<file path="src/rtl/cba_pkg.sv">
package cba_pkg;

  // Request kinds
  localparam logic KIND_ALLOC   = 1'b0;
  localparam logic KIND_RELEASE = 1'b1;

  // Response status codes
  typedef enum logic [1:0] {
    STAT_DONE   = 2'd0,
    STAT_ZERO   = 2'd1,
    STAT_NOROOM = 2'd2,
    STAT_BADREL = 2'd3
  } status_t;

  // One block's entry in the map
  typedef struct packed {
    logic free;
    logic run_end;
  } blk_t;

  // Controller to ring: shift enable and the value written into the tail cell
  typedef struct packed {
    logic shift;
    blk_t tail;
  } ring_ctl_t;

  typedef enum logic [2:0] {
    ST_IDLE,
    ST_SCAN,
    ST_MARK,
    ST_FREE,
    ST_FIN
  } ctrl_state_t;

endpackage

</file>
<file path="src/rtl/cba_req_if.sv">
interface cba_req_if;
  logic        valid;
  logic        ready;
  logic        kind;
  logic [15:0] request_bytes;
  logic [11:0] release_offset;

  modport source (output valid, output kind, output request_bytes, output release_offset,
                  input ready);
  modport sink (input valid, input kind, input request_bytes, input release_offset,
                output ready);
endinterface

</file>
<file path="src/rtl/cba_rsp_if.sv">
interface cba_rsp_if;
  logic        valid;
  logic        ready;
  logic [1:0]  status;
  logic [11:0] start_offset;

  modport source (output valid, output status, output start_offset, input ready);
  modport sink (input valid, input status, input start_offset, output ready);
endinterface

</file>
<file path="src/rtl/cba_cell.sv">
module cba_cell
  import cba_pkg::*;
(
  input  logic clk,
  input  logic rst,
  input  logic shift,
  input  blk_t d,
  output blk_t q
);

  blk_t blk;

  // Reset: block free, not a run end
  always_ff @(posedge clk) begin
    if (rst) begin
      blk <= '{free: 1'b1, run_end: 1'b0};
    end else if (shift) begin
      blk <= d;
    end
  end

  assign q = blk;

endmodule

</file>
<file path="src/rtl/cba_ctrl.sv">
module cba_ctrl
  import cba_pkg::*;
#(
  parameter int BLOCK_COUNT = 64,
  parameter int BLOCK_BYTES = 64
) (
  input  logic        clk,
  input  logic        rst,
  cba_req_if.sink     req,
  cba_rsp_if.source   rsp,
  input  blk_t        head,
  output ring_ctl_t   ring
);

  localparam int CW = (BLOCK_COUNT > 2) ? $clog2(BLOCK_COUNT) : 1;
  localparam int PW = $clog2(BLOCK_COUNT * BLOCK_BYTES + 1);
  localparam int AW = (PW > 16) ? PW : 16;
  localparam logic [CW-1:0] LAST_BLK = CW'(BLOCK_COUNT - 1);
  localparam logic [AW-1:0] BB = AW'(BLOCK_BYTES);

  ctrl_state_t state, state_next;

  logic [CW-1:0] pos_blk;      // block currently at the ring head
  logic [AW-1:0] pos_bytes;    // its byte offset
  logic [AW-1:0] len_bytes;    // bytes of free run seen so far
  logic [CW-1:0] first;
  logic [CW-1:0] last;
  logic [11:0]   first_base;
  logic          found;
  logic          freeing;
  logic          hit;
  logic          prev_free;
  logic          prev_end;
  logic [15:0]   bytes_r;
  logic [11:0]   offset_r;
  status_t       pend;
  logic          out_valid;
  status_t       out_status;
  logic [11:0]   out_start;

  logic          step_last;
  logic          accept;
  logic          fin_load;
  logic [AW-1:0] len_new;
  logic          fit_now;
  logic          sel;
  logic          rel_start;
  logic          in_mark;

  assign step_last = (pos_blk == LAST_BLK);
  assign accept    = (state == ST_IDLE) && req.valid;
  assign fin_load  = (state == ST_FIN) && (!out_valid || rsp.ready);
  assign len_new   = (len_bytes == '0) ? BB : (len_bytes + BB);
  assign fit_now   = head.free && !found && (len_new >= AW'(bytes_r));
  assign sel       = (AW'(offset_r) >= pos_bytes) && (AW'(offset_r) < (pos_bytes + BB));
  assign rel_start = sel && !head.free && (prev_free || prev_end);
  assign in_mark   = found && (pos_blk >= first) && (pos_blk <= last);

  // Next state
  always_comb begin
    state_next = state;
    unique case (state)
      ST_IDLE: begin
        if (req.valid) begin
          if (req.kind == KIND_RELEASE) begin
            state_next = ST_FREE;
          end else if (req.request_bytes == '0) begin
            state_next = ST_FIN;
          end else begin
            state_next = ST_SCAN;
          end
        end
      end
      ST_SCAN: if (step_last) state_next = ST_MARK;
      ST_MARK: if (step_last) state_next = ST_FIN;
      ST_FREE: if (step_last) state_next = ST_FIN;
      ST_FIN:  if (fin_load) state_next = ST_IDLE;
      default: state_next = ST_IDLE;
    endcase
  end

  // Outputs and ring write-back
  always_comb begin
    req.ready  = (state == ST_IDLE);
    ring.shift = 1'b0;
    ring.tail  = head;
    unique case (state)
      ST_SCAN: ring.shift = 1'b1;
      ST_MARK: begin
        ring.shift = 1'b1;
        if (in_mark) begin
          ring.tail = '{free: 1'b0, run_end: (pos_blk == last)};
        end
      end
      ST_FREE: begin
        ring.shift = 1'b1;
        if (freeing || rel_start) begin
          ring.tail = '{free: 1'b1, run_end: 1'b0};
        end
      end
      default: ring.shift = 1'b0;
    endcase
  end

  always_ff @(posedge clk) begin
    if (rst) begin
      state     <= ST_IDLE;
      out_valid <= 1'b0;
    end else begin
      state <= state_next;
      if (fin_load) begin
        out_valid <= 1'b1;
      end else if (rsp.ready) begin
        out_valid <= 1'b0;
      end
    end
  end

  // Walk registers
  always_ff @(posedge clk) begin
    if (accept) begin
      bytes_r   <= req.request_bytes;
      offset_r  <= req.release_offset;
      pos_blk   <= '0;
      pos_bytes <= '0;
      len_bytes <= '0;
      found     <= 1'b0;
      freeing   <= 1'b0;
      hit       <= 1'b0;
      prev_free <= 1'b1;
      prev_end  <= 1'b0;
      pend      <= STAT_ZERO;
    end else if (ring.shift) begin
      pos_blk   <= step_last ? '0 : pos_blk + 1'b1;
      pos_bytes <= step_last ? '0 : pos_bytes + BB;
      prev_free <= head.free;
      prev_end  <= head.run_end;
      if (state == ST_SCAN && !found) begin
        if (head.free) begin
          len_bytes <= len_new;
          if (len_bytes == '0) begin
            first      <= pos_blk;
            first_base <= pos_bytes[11:0];
          end
          if (fit_now) begin
            found <= 1'b1;
            last  <= pos_blk;
          end
        end else begin
          len_bytes <= '0;
        end
      end
      if (state == ST_MARK && step_last) begin
        pend <= found ? STAT_DONE : STAT_NOROOM;
      end
      if (state == ST_FREE) begin
        if (freeing) begin
          if (head.run_end) freeing <= 1'b0;
        end else if (rel_start) begin
          hit     <= 1'b1;
          freeing <= !head.run_end;
        end
        if (step_last) begin
          pend <= (hit || rel_start) ? STAT_DONE : STAT_BADREL;
        end
      end
    end
  end

  // Output register
  always_ff @(posedge clk) begin
    if (fin_load) begin
      out_status <= pend;
      out_start  <= found ? first_base : 12'd0;
    end
  end

  assign rsp.valid        = out_valid;
  assign rsp.status       = out_status;
  assign rsp.start_offset = out_start;

endmodule

</file>
<file path="src/rtl/contiguous_block_allocator_top.sv">
// Channel | Dir | Payload                                   | Handshake
// req     | in  | kind, request_bytes[15:0], release_offset  | valid/ready
// rsp     | out | status[1:0], start_offset[11:0]           | valid/ready
//
// Phases: an allocate makes one ring turn to find the first fit and one to
// mark it, a release makes one turn, and a zero-size allocate makes none; the
// ring passes one block per cycle while it turns, under a single head position.
// Reset (rst, synchronous): every block free, no run ends, no response pending.
// A response waits in its output register; the next request is taken while it
// waits, and a finished request holds until that register is free.
module contiguous_block_allocator_top
  import cba_pkg::*;
#(
  parameter int BLOCK_COUNT = 64,
  parameter int BLOCK_BYTES = 64
) (
  input  logic      clk,
  input  logic      rst,
  cba_req_if.sink   req,
  cba_rsp_if.source rsp
);

  // Ring of block cells: cell 0 is the head seen by the controller, each cell
  // takes its right neighbor's entry on a shift, and the controller writes the
  // (possibly updated) head entry back into the last cell. After BLOCK_COUNT
  // shifts every entry is back at its home cell.
  blk_t      cell_q [BLOCK_COUNT];
  ring_ctl_t ring;

  for (genvar i = 0; i < BLOCK_COUNT; i++) begin : g_cell
    blk_t d;
    if (i == BLOCK_COUNT - 1) begin : g_tail
      assign d = ring.tail;
    end else begin : g_mid
      assign d = cell_q[i+1];
    end

    cba_cell u_cell (
      .clk   (clk),
      .rst   (rst),
      .shift (ring.shift),
      .d     (d),
      .q     (cell_q[i])
    );
  end

  // Sequencer: first-fit search, run marking, release walk, response register
  cba_ctrl #(
    .BLOCK_COUNT (BLOCK_COUNT),
    .BLOCK_BYTES (BLOCK_BYTES)
  ) u_ctrl (
    .clk  (clk),
    .rst  (rst),
    .req  (req),
    .rsp  (rsp),
    .head (cell_q[0]),
    .ring (ring)
  );

endmodule

</file>
<file path="src/flat_wrapper.sv">
// flat-port wrapper written by rule: the top's interface ports become plain ports
module contiguous_block_allocator_top_flat import cba_pkg::*;
#(
  parameter int BLOCK_COUNT = 64,
  parameter int BLOCK_BYTES = 64
)
  (clk, rst, req_valid, req_kind, req_request_bytes, req_release_offset, req_ready, rsp_valid, rsp_status, rsp_start_offset, rsp_ready);
  cba_req_if req_i ();
  cba_rsp_if rsp_i ();
  input  logic clk;
  input  logic rst;
  input wire logic [$bits(req_i.valid)-1:0] req_valid;
  input wire logic [$bits(req_i.kind)-1:0] req_kind;
  input wire logic [$bits(req_i.request_bytes)-1:0] req_request_bytes;
  input wire logic [$bits(req_i.release_offset)-1:0] req_release_offset;
  output wire logic [$bits(req_i.ready)-1:0] req_ready;
  output wire logic [$bits(rsp_i.valid)-1:0] rsp_valid;
  output wire logic [$bits(rsp_i.status)-1:0] rsp_status;
  output wire logic [$bits(rsp_i.start_offset)-1:0] rsp_start_offset;
  input wire logic [$bits(rsp_i.ready)-1:0] rsp_ready;
  assign req_i.valid = req_valid;
  assign req_i.kind = req_kind;
  assign req_i.request_bytes = req_request_bytes;
  assign req_i.release_offset = req_release_offset;
  assign req_ready = req_i.ready;
  assign rsp_valid = rsp_i.valid;
  assign rsp_status = rsp_i.status;
  assign rsp_start_offset = rsp_i.start_offset;
  assign rsp_i.ready = rsp_ready;
  contiguous_block_allocator_top #(.BLOCK_COUNT(BLOCK_COUNT), .BLOCK_BYTES(BLOCK_BYTES)) u_core (.clk(clk), .rst(rst), .req(req_i), .rsp(rsp_i));
endmodule
</file>
<file path="config.mk">
export PLATFORM = sky130hd
export DESIGN_NAME = contiguous_block_allocator_top_flat
export DESIGN_NICKNAME = d
export VERILOG_FILES = /design/src/rtl/cba_pkg.sv /design/src/rtl/cba_req_if.sv /design/src/rtl/cba_rsp_if.sv /design/src/rtl/cba_cell.sv /design/src/rtl/cba_ctrl.sv /design/src/rtl/contiguous_block_allocator_top.sv /design/src/flat_wrapper.sv
export SDC_FILE = /design/constraint.sdc
export NUM_CORES = 1
export LEC_CHECK = 0
export ABC_AREA = 1
export CORE_ASPECT_RATIO = 0.9
export CORE_UTILIZATION = 50
export DETAILED_ROUTE_END_ITERATION = 8
export DONT_BUFFER_PORTS = 1
export GPL_TIMING_DRIVEN = 0
export PLACE_DENSITY_LB_ADDON = 0.05
export SLEW_MARGIN = 25
export SYNTH_ARGS = -nofsm -noshare
export SYNTH_HDL_FRONTEND = slang
export SYNTH_HIERARCHICAL = 1
export SYNTH_SLANG_ARGS = --single-unit
</file>
<file path="constraint.sdc">
create_clock -name clk -period 5.72 [get_ports clk]
set_input_delay 0.572 -clock clk [delete_from_list [all_inputs] [get_ports clk]]
set_output_delay 0.572 -clock clk [all_outputs]
set_load 0.02 [all_outputs]
</file>
## After elaboration in Yosys (flattened, before gate mapping)

Index checks and enable logic that the tools add are counted.

- Equal/unequal tests: 10
- Reduce and logical (&&, ||, !) cells: 32
- $add $sub $neg: 3
- Order comparisons: 5
- Bitwise gates (word level): 2
- Multiplexer cells: 25

Operators by type and width:

| kind | number |
|---|---|
| $mux W16 | 3 |
| $add A16 B7 Y16 const B | 2 |
| $logic_not A16 Y1 | 2 |
| $mux W3 | 6 |
| $ge A12 B16 Y1 | 1 |
| $ge A16 B16 Y1 | 1 |
| $lt A12 B16 Y1 | 1 |
| $mux W2 | 7 |
| $pmux W3 S4 | 1 |
| $reduce_and A4 Y1 | 3 |
| $logic_and A1 B1 Y1 | 11 |
| $reduce_and A5 Y1 | 2 |
| $add A6 B1 Y6 const B | 1 |
| $eq A3 B2 Y1 const B | 2 |
| $eq A6 B6 Y1 | 1 |
| $eq A6 B6 Y1 const B | 1 |
| $ge A6 B6 Y1 | 1 |
| $le A6 B6 Y1 | 1 |
| $mux W1 | 6 |
| $mux W6 | 1 |
| $ne A2 B2 Y1 const B | 3 |
| $logic_not A1 Y1 | 4 |
| $logic_or A1 B1 Y1 | 4 |
| $pmux W2 S2 | 1 |
| other kinds (9) | 11 |

- Register bits after elaboration: 243
- Input bits: 33
- Output and inout port bits: 16

## Depth between registers and ports, before layout

Gate-level depths: netlist (run 1).

- Depth after elaboration: 9
- Depth in mapped cells: 19
- Depth with buffers taken out: 19

## By module

Netlist (run 1), hierarchy kept.

By module, submodules not included:

| module | instances | area an instance (µm²) | cells an instance |
|---|---|---|---|
| cba_cell | 64 | 78.8 | 12 |
| cba_ctrl | 1 | 4859.7 | 550 |

## Worst setup path after synthesis (run 1)

OpenSTA, ideal clock, no wires.

- Kind: reg2reg
- From: register u_core.u_ctrl.state[0]
- To: register u_core.u_ctrl.first[0] (enable)
- Stages on the path, launching flop included: 7
- Setup slack: 2.697 ns
- Arrival time: 2.626 ns
- Required time: 5.324 ns
- Clock period less this slack: 3.023 ns
- Library setup time: 0.396 ns
- Cell sequence: dfxtp_1 -> nor2_1 -> inv_2 -> nand2_4 -> inv_6 -> nand2_1 -> nor3_1

RTL lines:

| what | line | text |
|---|---|---|
| from (decl) | cba_ctrl.sv:21 | `ctrl_state_t state, state_next;` |
| from (signal assigned) | cba_ctrl.sv:110 | `state <= state_next;` |
| to (signal assigned) | cba_ctrl.sv:142 | `first <= pos_blk;` |
| to (decl) | cba_ctrl.sv:26 | `logic [CW-1:0] first;` |

## Final worst setup path (run 1)

- From: register u_core.u_ctrl.len_bytes[6]
- To: register u_core.u_ctrl.last[4] (enable)

- Longest elaborated chain between the ends: 5
- Elaborated cells between the ends (all ways): 6
- Those cells by class: add/sub: 1; order compare: 1; mux: 1; reduce/logical: 3

Ends and longest elaborated chain:

| what | line | text |
|---|---|---|
| from (decl) | cba_ctrl.sv:25 | `logic [AW-1:0] len_bytes;` |
| from (signal assigned) | cba_ctrl.sv:140 | `len_bytes <= len_new;` |
| $add A16 B7 Y16 / $logic_not A16 Y1 (equally long branches) | cba_ctrl.sv:53 | `assign len_new = (len_bytes == '0) ? BB : (len_bytes + BB);` |
| $mux W16 * | cba_ctrl.sv:53 |  |
| $ge A16 B16 Y1 * | cba_ctrl.sv:54 | `assign fit_now = head.free && !found && (len_new >= AW'(bytes_r));` |
| $logic_and A1 B1 Y1 * | cba_ctrl.sv:54 |  |
| $reduce_and A5 Y1 (no source line) * | -- |  |
| to (signal assigned) | cba_ctrl.sv:147 | `last <= pos_blk;` |
| to (decl) | cba_ctrl.sv:27 | `logic [CW-1:0] last;` |

Mark *: on every way between the ends. The rest lies on a longest branch, timed or not.
A chain may end at the register's enable or synchronous reset.

==> flow_metrics.env, run 1 <==
export IMPL_nets=1428
export IMPL_cts_buffers=24
export IMPL_tightest_slew_ns=0.750
export IMPL_fin_crit_sh=0.502
export IMPL_diodes=0
export IMPL_critPathMaxFanout=7
export IMPL_hold_viol=0
export IMPL_synth_cells=1318
export IMPL_most_common_layout_cells="nand2_1, inv_1, dfxtp_1, nor2_1, nand3_1"
export IMPL_swShare=0.338
export IMPL_overflow=0
export IMPL_p_leak_nw=5.39
export IMPL_numClockSinks=219
export IMPL_async_reset_ff_frac=0
export IMPL_worstSkewPairLatency_ns=0.51
export IMPL_power_internal_mw=3.41
export IMPL_postCtsResizedCells=0
export IMPL_die_area_mm2=0.0204
export IMPL_grt_usage=0.175
export IMPL_status="complete, no violations"
export IMPL_synth_seq_cells=219
export IMPL_synth_edf_count=48
export IMPL_finalSetupViolations=0
export IMPL_core_mm2=0.0193
export IMPL_avgViaCountPerCell=4.49
export IMPL_instances_no_fill=1618
export IMPL_clock_skew_ns=0.0122
export IMPL_drt_iter0_markers=410
export IMPL_cpMostUsedCell="nand2_1"
export IMPL_start_util=0.514
export IMPL_synth_area_top_cells="dfxtp_1, edfxtp_1, nand2_1"
export IMPL_fp_dieW_um=150
export IMPL_ant_nets=0
export IMPL_drc=0
export IMPL_rsz0062_at_grt="false"
export IMPL_clk_pin_slew_worst_paths_ns=0.06
export IMPL_totalNegativeSetupSlack_ns=0
export IMPL_dr_pass1_iters=7
export IMPL_seqPwrFrac=0.430
export IMPL_ys_types=41
export IMPL_max_vdd_ir_drop_v=0.000275
export IMPL_slew_headroom=0.500
export IMPL_min_path_type="input port to register"
export IMPL_cts_setup_buffers=0
export IMPL_synth_top_area_share=0.346
export IMPL_switchingPower_mw=1.74
export IMPL_synth_main_ff_cell="dfxtp_1"
export IMPL_max_freq_mhz=349
export IMPL_antenna_found_initial=0
export IMPL_die_h_um=136
export IMPL_wl_mm=17.3
export IMPL_crit_type="register to register"
export IMPL_post_place_cells=1575
export IMPL_cp_required_ns=5.89
export IMPL_h_tree_depth=1
export IMPL_port_buffers=0
export IMPL_ios=49
export IMPL_dp_hpwl_mm=11.3
export IMPL_cap_violations=0
export IMPL_syn_avg_cell_area_um2=7.51
export IMPL_power_frac_clock=0.291
export IMPL_cts_root_buf="clkbuf_16"
export IMPL_utilization=0.574
export IMPL_areaGrowthSynthToFinish_pct=11.7
export IMPL_min_period_ns=2.87
export IMPL_crit_path_max_incr_delay_ns=0.47
export IMPL_yosysWarningCount=6
export IMPL_end_kind="register"
export IMPL_final_common_cell="nand2_1"
export IMPL_path_cells="ha_1, nand2_1, nor2_1, nand2_1, nor3_2, xor2_1, ha_1, nand2_1, inv_1, nand3_1, nor3_1, nand3_1, nand3_1, nand2_1, inv_1"
export IMPL_row_count=48
export IMPL_drive_gt1_frac=0.0629
export IMPL_r2r_slack_ns=2.85
export IMPL_power_mw=5.15
export IMPL_critPathArrivalTime_ns=3.04
export IMPL_slew_violations=0
export IMPL_synth_area_mm2=0.00990
export IMPL_gp_congestion=0.825
export IMPL_clockBufferDepth=3
export IMPL_power_density_mw_per_mm2=466
export IMPL_grt_pass1_wl_mm=29.1
export IMPL_grt_max_degree=165
export IMPL_grt_pass1_vias=6297
export IMPL_crit_slowest_cell="dfxtp_1"
export IMPL_wl_per_cell_um=10.7
export IMPL_cts_tree="built"
export IMPL_synth_top_area_cell="dfxtp_1"
export IMPL_cts_hold_buffers=0
export IMPL_startpoint_type="register"
export IMPL_vias=7267
export IMPL_synth_seq_area_share=0.491
export IMPL_combPwrFrac=0.279
[Yosys cell counts, types with 3 or more instances]
master / count
a21oi_1: 43
buf_2: 3
buf_4: 7
clkbuf_1: 8
dfxtp_1: 171
edfxtp_1: 48
ha_1: 44
inv_1: 274
inv_2: 6
nand2_1: 363
nand2_2: 8
nand3_1: 80
nand4_1: 10
nor2_1: 169
nor2_2: 4
nor2_4: 5
nor3_1: 11
nor4_1: 4
o21a_1: 4
o21ai_0: 16
xor2_1: 11
[state kept, by name, indices dropped and copies added (netlist names)]
signal,count
u_core/g_cell.u_cell/q,128
u_core/u_ctrl/offset_r,6
u_core/u_ctrl/rsp.status,2
u_core/u_ctrl/last,6
u_core/u_ctrl/first,6
u_core/u_ctrl/pend,2
u_core/u_ctrl/pos_blk,6
u_core/u_ctrl/found,1
u_core/u_ctrl/len_bytes,16
u_core/u_ctrl/hit,1
u_core/u_ctrl/rsp.start_offset,6
u_core/u_ctrl/freeing,1
u_core/u_ctrl/first_base,6
u_core/u_ctrl/state,3
u_core/u_ctrl/rsp.valid,1
u_core/u_ctrl/prev_end,1
u_core/u_ctrl/prev_free,1
u_core/u_ctrl/bytes_r,16
u_core/u_ctrl/pos_bytes,10
[power groups by stage]
stage	logic, mW	registers (mW)	clock network [mW]
after detailed placement	1.45	2.25	0
after CTS	1.46	2.22	1.55
final	1.44	2.21	1.50
after floorplan	1.20	2.19	0
after global placement	1.45	2.23	0
after global routing	1.71	2.27	1.62
[final timing paths]
| kind | start | endpoint | cells after the start |
|---|---|---|---|
| worst max-delay path | u_core/u_ctrl/len_bytes[6] | u_core/u_ctrl/last[4] | 15 |
| worst min-delay path | req_request_bytes[15] | u_core/u_ctrl/bytes_r[15] | 0 |
| worst max register to register | u_core/u_ctrl/len_bytes[6] | u_core/u_ctrl/last[4] | 15 |
| worst min register to register | u_core/g_cell[62].u_cell/q[1] | u_core/g_cell[62].u_cell/q[1] | 2 |
[worst max-delay path: cells and delay by family (launching register included)]
kind | cells | cell delay (ns)
XOR/XNOR | 1 | 0.12
adder cells (fa/ha/maj) | 2 | 0.53
buffers and inverters | 2 | 0.31
flip-flops | 1 | 0.47
AND/OR/NAND/NOR | 10 | 1.12
[through the flow]
| step | setup WS (ns) | hold WS, ns | cell area, um^2 |
|---|---|---|---|
| final | 2.85 | 0.156 | 11100 |
| after global routing | 2.51 | 0.122 | 11100 |
| after CTS | 2.84 | 0.122 | 11100 |
| after detailed placement | 2.88 | 0.444 | 10300 |
| after global placement | 1.69 | 0.438 | 10200 |
| after floorplan | 2.70 | 0.402 | 9920 |
[cells by family (layout without fill, tap and decap cells)]
logic type,count (synthesis),in the layout,share of synthesized area
fa+ha+maj,44,44,0.0556
simple gates,665,665,0.280
xor+xnor,11,11,0.00973
other cells,1,6,0.000379
compound gates,79,79,0.0462
flops,219,219,0.491
buf+inv,299,344,0.117
[per-layer routing]
| layer | track usage | vias to the layer above | part of all wire |
|---|---|---|---|
| met5 | 0 | - | 0 |
| met2 | 0.257 | 83 | 0.40 |
| met4 | 0.0483 | 0 | 0.021 |
| met3 | 0.0330 | 25 | 0.042 |
| li1 | - | 4064 | - |
| met1 | 0.259 | 3095 | 0.54 |
[area by class of cell]
| type | instances | area [um^2] |
|---|---|---|
| clock buffer | 36 | 713 |
| sequential | 219 | 4860 |
| inverter | 281 | 1070 |
| buffer | 18 | 97.6 |
| timing repair buffer | 2 | 35.0 |
| tap | 250 | 313 |
| clock inverter | 7 | 63.8 |
| fill | 1873 | 8210 |
| multi-input combinational | 805 | 3910 |
Note: power is estimated with default switching activity, not from simulation.
==> run 2: changes to the inputs <==
==> constraint.sdc (replaced) <==
create_clock -name clk -period 2.95 [get_ports clk]
set_input_delay 0.295 -clock clk [delete_from_list [all_inputs] [get_ports clk]]
set_output_delay 0.295 -clock clk [all_outputs]
set_load 0.02 [all_outputs]
==> run 2 against run 1 <==
Clock skew down 0.0015 ns; cell area is 1.9% higher; critical endpoint is now u_core/u_ctrl/last[5]; maximum frequency is 9.4% higher; global-route usage grew 0.062 points; critical path type unchanged; register-to-register slack lost 2.5 ns.
==> flow_metrics.env, run 2 (synthesis results as in run 1) <==
export IMPL_status="complete, no violations"
export IMPL_tightest_slew_ns=1.01
export IMPL_grt_pass1_wl_mm=29.3
export IMPL_min_path_type="input port to register"
export IMPL_max_vdd_ir_drop_v=0.000624
export IMPL_clock_skew_ns=0.0108
export IMPL_cts_tree="built"
export IMPL_slew_headroom=0.325
export IMPL_vias=7312
export IMPL_wl_per_cell_um=10.5
export IMPL_ant_nets=0
export IMPL_port_buffers=0
export IMPL_gp_congestion=0.822
export IMPL_cts_root_buf="clkbuf_16"
export IMPL_slew_violations=0
export IMPL_clk_pin_slew_worst_paths_ns=0.06
export IMPL_row_count=48
export IMPL_drive_gt1_frac=0.0633
export IMPL_dp_hpwl_mm=11.2
export IMPL_die_area_mm2=0.0204
export IMPL_dpl_worst_slack_ns=0.158
export IMPL_start_util=0.514
export IMPL_antenna_found_initial=0
export IMPL_areaGrowthSynthToFinish_pct=13.9
export IMPL_max_freq_mhz=381
export IMPL_h_tree_depth=1
export IMPL_worstSkewPairLatency_ns=0.51
export IMPL_end_kind="register"
export IMPL_drt_iter0_markers=432
export IMPL_overflow=0
export IMPL_hold_ws_ns=0.0768
export IMPL_grt_pass1_vias=6339
export IMPL_grt_usage=0.175
export IMPL_totalNegativeSetupSlack_ns=0
export IMPL_clockBufferDepth=3
export IMPL_crit_type="register to register"
export IMPL_cap_violations=0
export IMPL_avgViaCountPerCell=4.46
export IMPL_numClockSinks=219
export IMPL_startpoint_type="register"
export IMPL_fp_dieW_um=150
export IMPL_p_leak_nw=5.48
export IMPL_hold_viol=0
export IMPL_core_mm2=0.0193
export IMPL_instances_no_fill=1641
export IMPL_setup_ws_ns=0.326
export IMPL_dr_pass1_iters=5
export IMPL_wl_mm=17.3
export IMPL_critPathMaxFanout=7
export IMPL_utilization=0.585
export IMPL_fin_crit_sh=0.889
export IMPL_rsz0062_at_grt="false"
export IMPL_fin_area_mm2=0.0113
export IMPL_fillCellCount=1858
export IMPL_min_period_ns=2.62
export IMPL_cp_required_ns=3.15
export IMPL_power_mw=9.91
export IMPL_critPathArrivalTime_ns=2.82
export IMPL_ios=49
export IMPL_grt_max_degree=136
export IMPL_drc=0
export IMPL_post_place_cells=1574
export IMPL_final_common_cell="nand2_1"
export IMPL_die_h_um=136
export IMPL_placed_cell_area_mm2=0.0103
export IMPL_finalSetupViolations=0
export IMPL_cts_buffers=24
export IMPL_diodes=0
export IMPL_largest_reg_flops=128
export IMPL_power_density_mw_per_mm2=879
export IMPL_nets=1450
export IMPL_most_common_layout_cells="nand2_1, inv_1, nor2_1, dfxtp_1, nand3_1"
==> run 2: power breakdown <==
part           internal [mW]  leakage, nW  switching (mW)  total, mW
Sequential              3.87         1.85           0.421       4.29
Combinational           1.01         3.25            1.80       2.81
Clock                   1.67        0.375            1.14       2.81
==> run 2: routing by layer <==
layer / part of all wire / GRT usage / up-vias
met5: 0 / 0 / -
met3: 0.035 / 0.0296 / 25
met1: 0.53 / 0.262 / 3092
li1: - / - / 4110
met4: 0.022 / 0.0438 / 0
met2: 0.41 / 0.260 / 85
==> run 2: final timing paths <==
path / end / cells past startpoint / slack, ns / start
worst max-delay path: u_core/u_ctrl/last[5] / 15 / 0.33 / u_core/u_ctrl/len_bytes[7]
worst min-delay path: u_core/u_ctrl/state[0] / 3 / 0.08 / req_valid
worst max register to register: u_core/u_ctrl/last[5] / 15 / 0.33 / u_core/u_ctrl/len_bytes[7]
worst min register to register: u_core/g_cell[35].u_cell/q[1] / 2 / 0.45 / u_core/g_cell[35].u_cell/q[1]
==> run 2: repair_timing <==
item | in CTS | in global routing
hold buffers | 23 | 0
endpoints found under the hold margin | 154 | 0
endpoints found under the setup margin | 0 | 8
gates resized for setup | 0 | 3
buffers inserted | 0 | 0
==> run 2: final cells by class <==
| class | instances | area, um^2 | area share |
|---|---|---|---|
| Inverter | 281 | 1070 | 0.0946 |
| Multi-Input combinational cell | 805 | 3910 | 0.347 |
| Sequential cell | 219 | 4870 | 0.432 |
| Timing Repair Buffer | 24 | 275 | 0.0244 |
| Buffer | 18 | 97.6 | 0.00865 |
| Tap cell | 250 | 313 | 0.0277 |
| Clock buffer | 39 | 723 | 0.0641 |
| Clock inverter | 5 | 25.0 | 0.00222 |
==> run 2: critical path, stage by stage, from the launching register on <==
cell	delay, ns
dfxtp_1	0.39
ha_1	0.22
nand2_1	0.08
nor2_1	0.11
nand2_1	0.09
nor3_2	0.14
xor2_1	0.12
ha_1	0.29
nand2_1	0.06
inv_1	0.06
nand3_1	0.08
nor3_1	0.21
nand3_1	0.10
nand3_1	0.13
nand2_1	0.07
inv_2	0.16
==> run 3: changes to the inputs <==
--- a/config.mk
+++ b/config.mk
@@ -11,6 +11,7 @@
 export DETAILED_ROUTE_END_ITERATION = 8
 export DONT_BUFFER_PORTS = 1
 export GPL_TIMING_DRIVEN = 0
+export MAX_ROUTING_LAYER = met4
 export PLACE_DENSITY_LB_ADDON = 0.05
 export SLEW_MARGIN = 25
 export SYNTH_ARGS = -nofsm -noshare
==> run 3 against run 2 <==
Flip-flop and latch count unchanged; sequential share of layout area unchanged; via count increased by 0.34%; clock skew about the same; global-route usage increased by 0.53 points; clock-buffer cell count unchanged; critical endpoint unchanged; largest cell class unchanged.
==> flow_metrics.env, run 3 (synthesis results as in run 1) <==
export IMPL_power_internal_mw=6.55
export IMPL_overflow=0
export IMPL_gp_congestion=0.835
export IMPL_nets=1450
export IMPL_wl_mm=17.4
export IMPL_numClockSinks=219
export IMPL_grt_max_degree=136
export IMPL_dr_pass1_iters=5
export IMPL_slew_headroom=0.321
export IMPL_critPathArrivalTime_ns=2.83
export IMPL_ios=49
export IMPL_slew_violations=0
export IMPL_status="complete, no violations"
export IMPL_diodes=0
export IMPL_r2r_slack_ns=0.32
export IMPL_power_density_mw_per_mm2=879
export IMPL_grt_usage=0.181
export IMPL_r2r_cells=15
export IMPL_switchingPower_mw=3.37
export IMPL_cap_violations=0
export IMPL_fin_crit_sh=0.891
export IMPL_cts_setup_buffers=0
export IMPL_antenna_found_initial=0
export IMPL_cp_required_ns=3.15
export IMPL_die_area_mm2=0.0204
export IMPL_crit_type="register to register"
export IMPL_start_util=0.514
export IMPL_clockBufferDepth=3
export IMPL_hold_viol=0
export IMPL_drive_gt1_frac=0.0633
export IMPL_min_period_ns=2.63
export IMPL_cts_buffers=24
export IMPL_h_tree_depth=1
export IMPL_port_buffers=0
export IMPL_grt_pass1_vias=6336
export IMPL_clock_skew_ns=0.0111
export IMPL_startpoint_type="register"
export IMPL_most_common_layout_cells="nand2_1, inv_1, nor2_1, dfxtp_1, nand3_1"
export IMPL_p_leak_nw=5.48
export IMPL_seqPwrFrac=0.433
export IMPL_instances_no_fill=1641
export IMPL_die_h_um=136
export IMPL_dp_hpwl_mm=11.2
export IMPL_clk_pin_slew_worst_paths_ns=0.06
export IMPL_cts_root_buf="clkbuf_16"
export IMPL_avgViaCountPerCell=4.47
export IMPL_fp_dieW_um=150
export IMPL_areaGrowthSynthToFinish_pct=13.9
export IMPL_cts_tree="built"
export IMPL_hp_start="req_valid"
export IMPL_fillCellCount=1858
export IMPL_critPathMaxFanout=7
export IMPL_wl_per_cell_um=10.6
export IMPL_hold_depth=3
export IMPL_end_kind="register"
export IMPL_drc=0
export IMPL_grt_pass1_wl_mm=29.3
export IMPL_ant_nets=0
export IMPL_core_mm2=0.0193
export IMPL_timing_rr_start="u_core/u_ctrl/len_bytes[7]"
export IMPL_dpl_worst_slack_ns=0.158
export IMPL_vias=7337
export IMPL_r2r_end="u_core/u_ctrl/last[5]"
export IMPL_row_count=48
export IMPL_worstSkewPairLatency_ns=0.51
export IMPL_largest_reg_flops=128
export IMPL_finalSetupViolations=0
export IMPL_setup_ws_ns=0.321
export IMPL_drt_iter0_markers=408
export IMPL_min_path_type="input port to register"
export IMPL_holdPathEnd="u_core/u_ctrl/state[0]"
export IMPL_rsz0062_at_grt="false"
export IMPL_power_frac_clock=0.283
export IMPL_swShare=0.340
export IMPL_utilization=0.585
export IMPL_final_common_cell="nand2_1"
export IMPL_hold_ws_ns=0.0771
export IMPL_post_place_cells=1574
export IMPL_max_vdd_ir_drop_v=0.000628
export IMPL_combPwrFrac=0.284
export IMPL_max_freq_mhz=380
export IMPL_tightest_slew_ns=1.01
[run 3: per-layer routing]
metal	track usage	routed length, um	vias up
met5	-	0	-
met4	0.0438	357	0
met3	0.0296	609	24
met2	0.260	7110	84
met1	0.263	9280	3119
li1	-	-	4110
[run 3: layout make-up]
type | count | area (um^2) | share of cell area
tap | 250 | 313 | 0.0277
buffer | 18 | 97.6 | 0.00865
sequential | 219 | 4870 | 0.432
clock inverter | 5 | 25.0 | 0.00222
clock buffer | 39 | 723 | 0.0641
inverter | 281 | 1070 | 0.0946
multi-input combinational | 805 | 3910 | 0.347
timing repair buffer | 24 | 275 | 0.0244
[run 3: worst max path at each step]
stage | start | end | cells past startpoint
5_1_grt | u_core/u_ctrl/len_bytes[6] | u_core/u_ctrl/last[3] | 15
3_3_place_gp | u_core/u_ctrl/state[0] | u_core/u_ctrl/first[5] | 6
4_1_cts | u_core/u_ctrl/len_bytes[6] | u_core/u_ctrl/last[5] | 15
2_1_floorplan | u_core/u_ctrl/state[0] | u_core/u_ctrl/first[0] | 6
3_5_place_dp | u_core/u_ctrl/len_bytes[6] | u_core/u_ctrl/last[5] | 15
6_report | u_core/u_ctrl/len_bytes[7] | u_core/u_ctrl/last[5] | 15
[run 3: critical path, cell delays in order (launching register included)]
cell and delay [ns]:
dfxtp_1 0.39, ha_1 0.22, nand2_1 0.08, nor2_1 0.11
nand2_1 0.09, nor3_2 0.15, xor2_1 0.12, ha_1 0.29
nand2_1 0.06, inv_1 0.06, nand3_1 0.08, nor3_1 0.21
nand3_1 0.10, nand3_1 0.13, nand2_1 0.07, inv_2 0.16
[run 3: power by group through the flow]
stage          clock, mW  sequential (mW)  combinational (mW)
2_1_floorplan          0             4.24                2.34
3_3_place_gp           0             4.33                2.80
3_5_place_dp           0             4.35                2.80
4_1_cts             2.90             4.29                2.86
5_1_grt             3.03             4.40                3.33
6_report            2.81             4.29                2.81
[run 3: stage by stage]
stage / total power, mW / setup TNS, ns / instance area (um^2)
2_1_floorplan: 6.58 / 0 / 9930
3_3_place_gp: 7.14 / -6.24 / 10200
3_5_place_dp: 7.15 / 0 / 10300
4_1_cts: 10.0 / 0 / 11300
5_1_grt: 10.8 / 0 / 11300
6_report: 9.91 / 0 / 11300
[run 3: repair_timing]
action | in CTS | in global routing
hold endpoints to repair | 154 | 0
setup endpoints to repair | 0 | 8
resized for setup | 0 | 3
hold buffers | 23 | 0
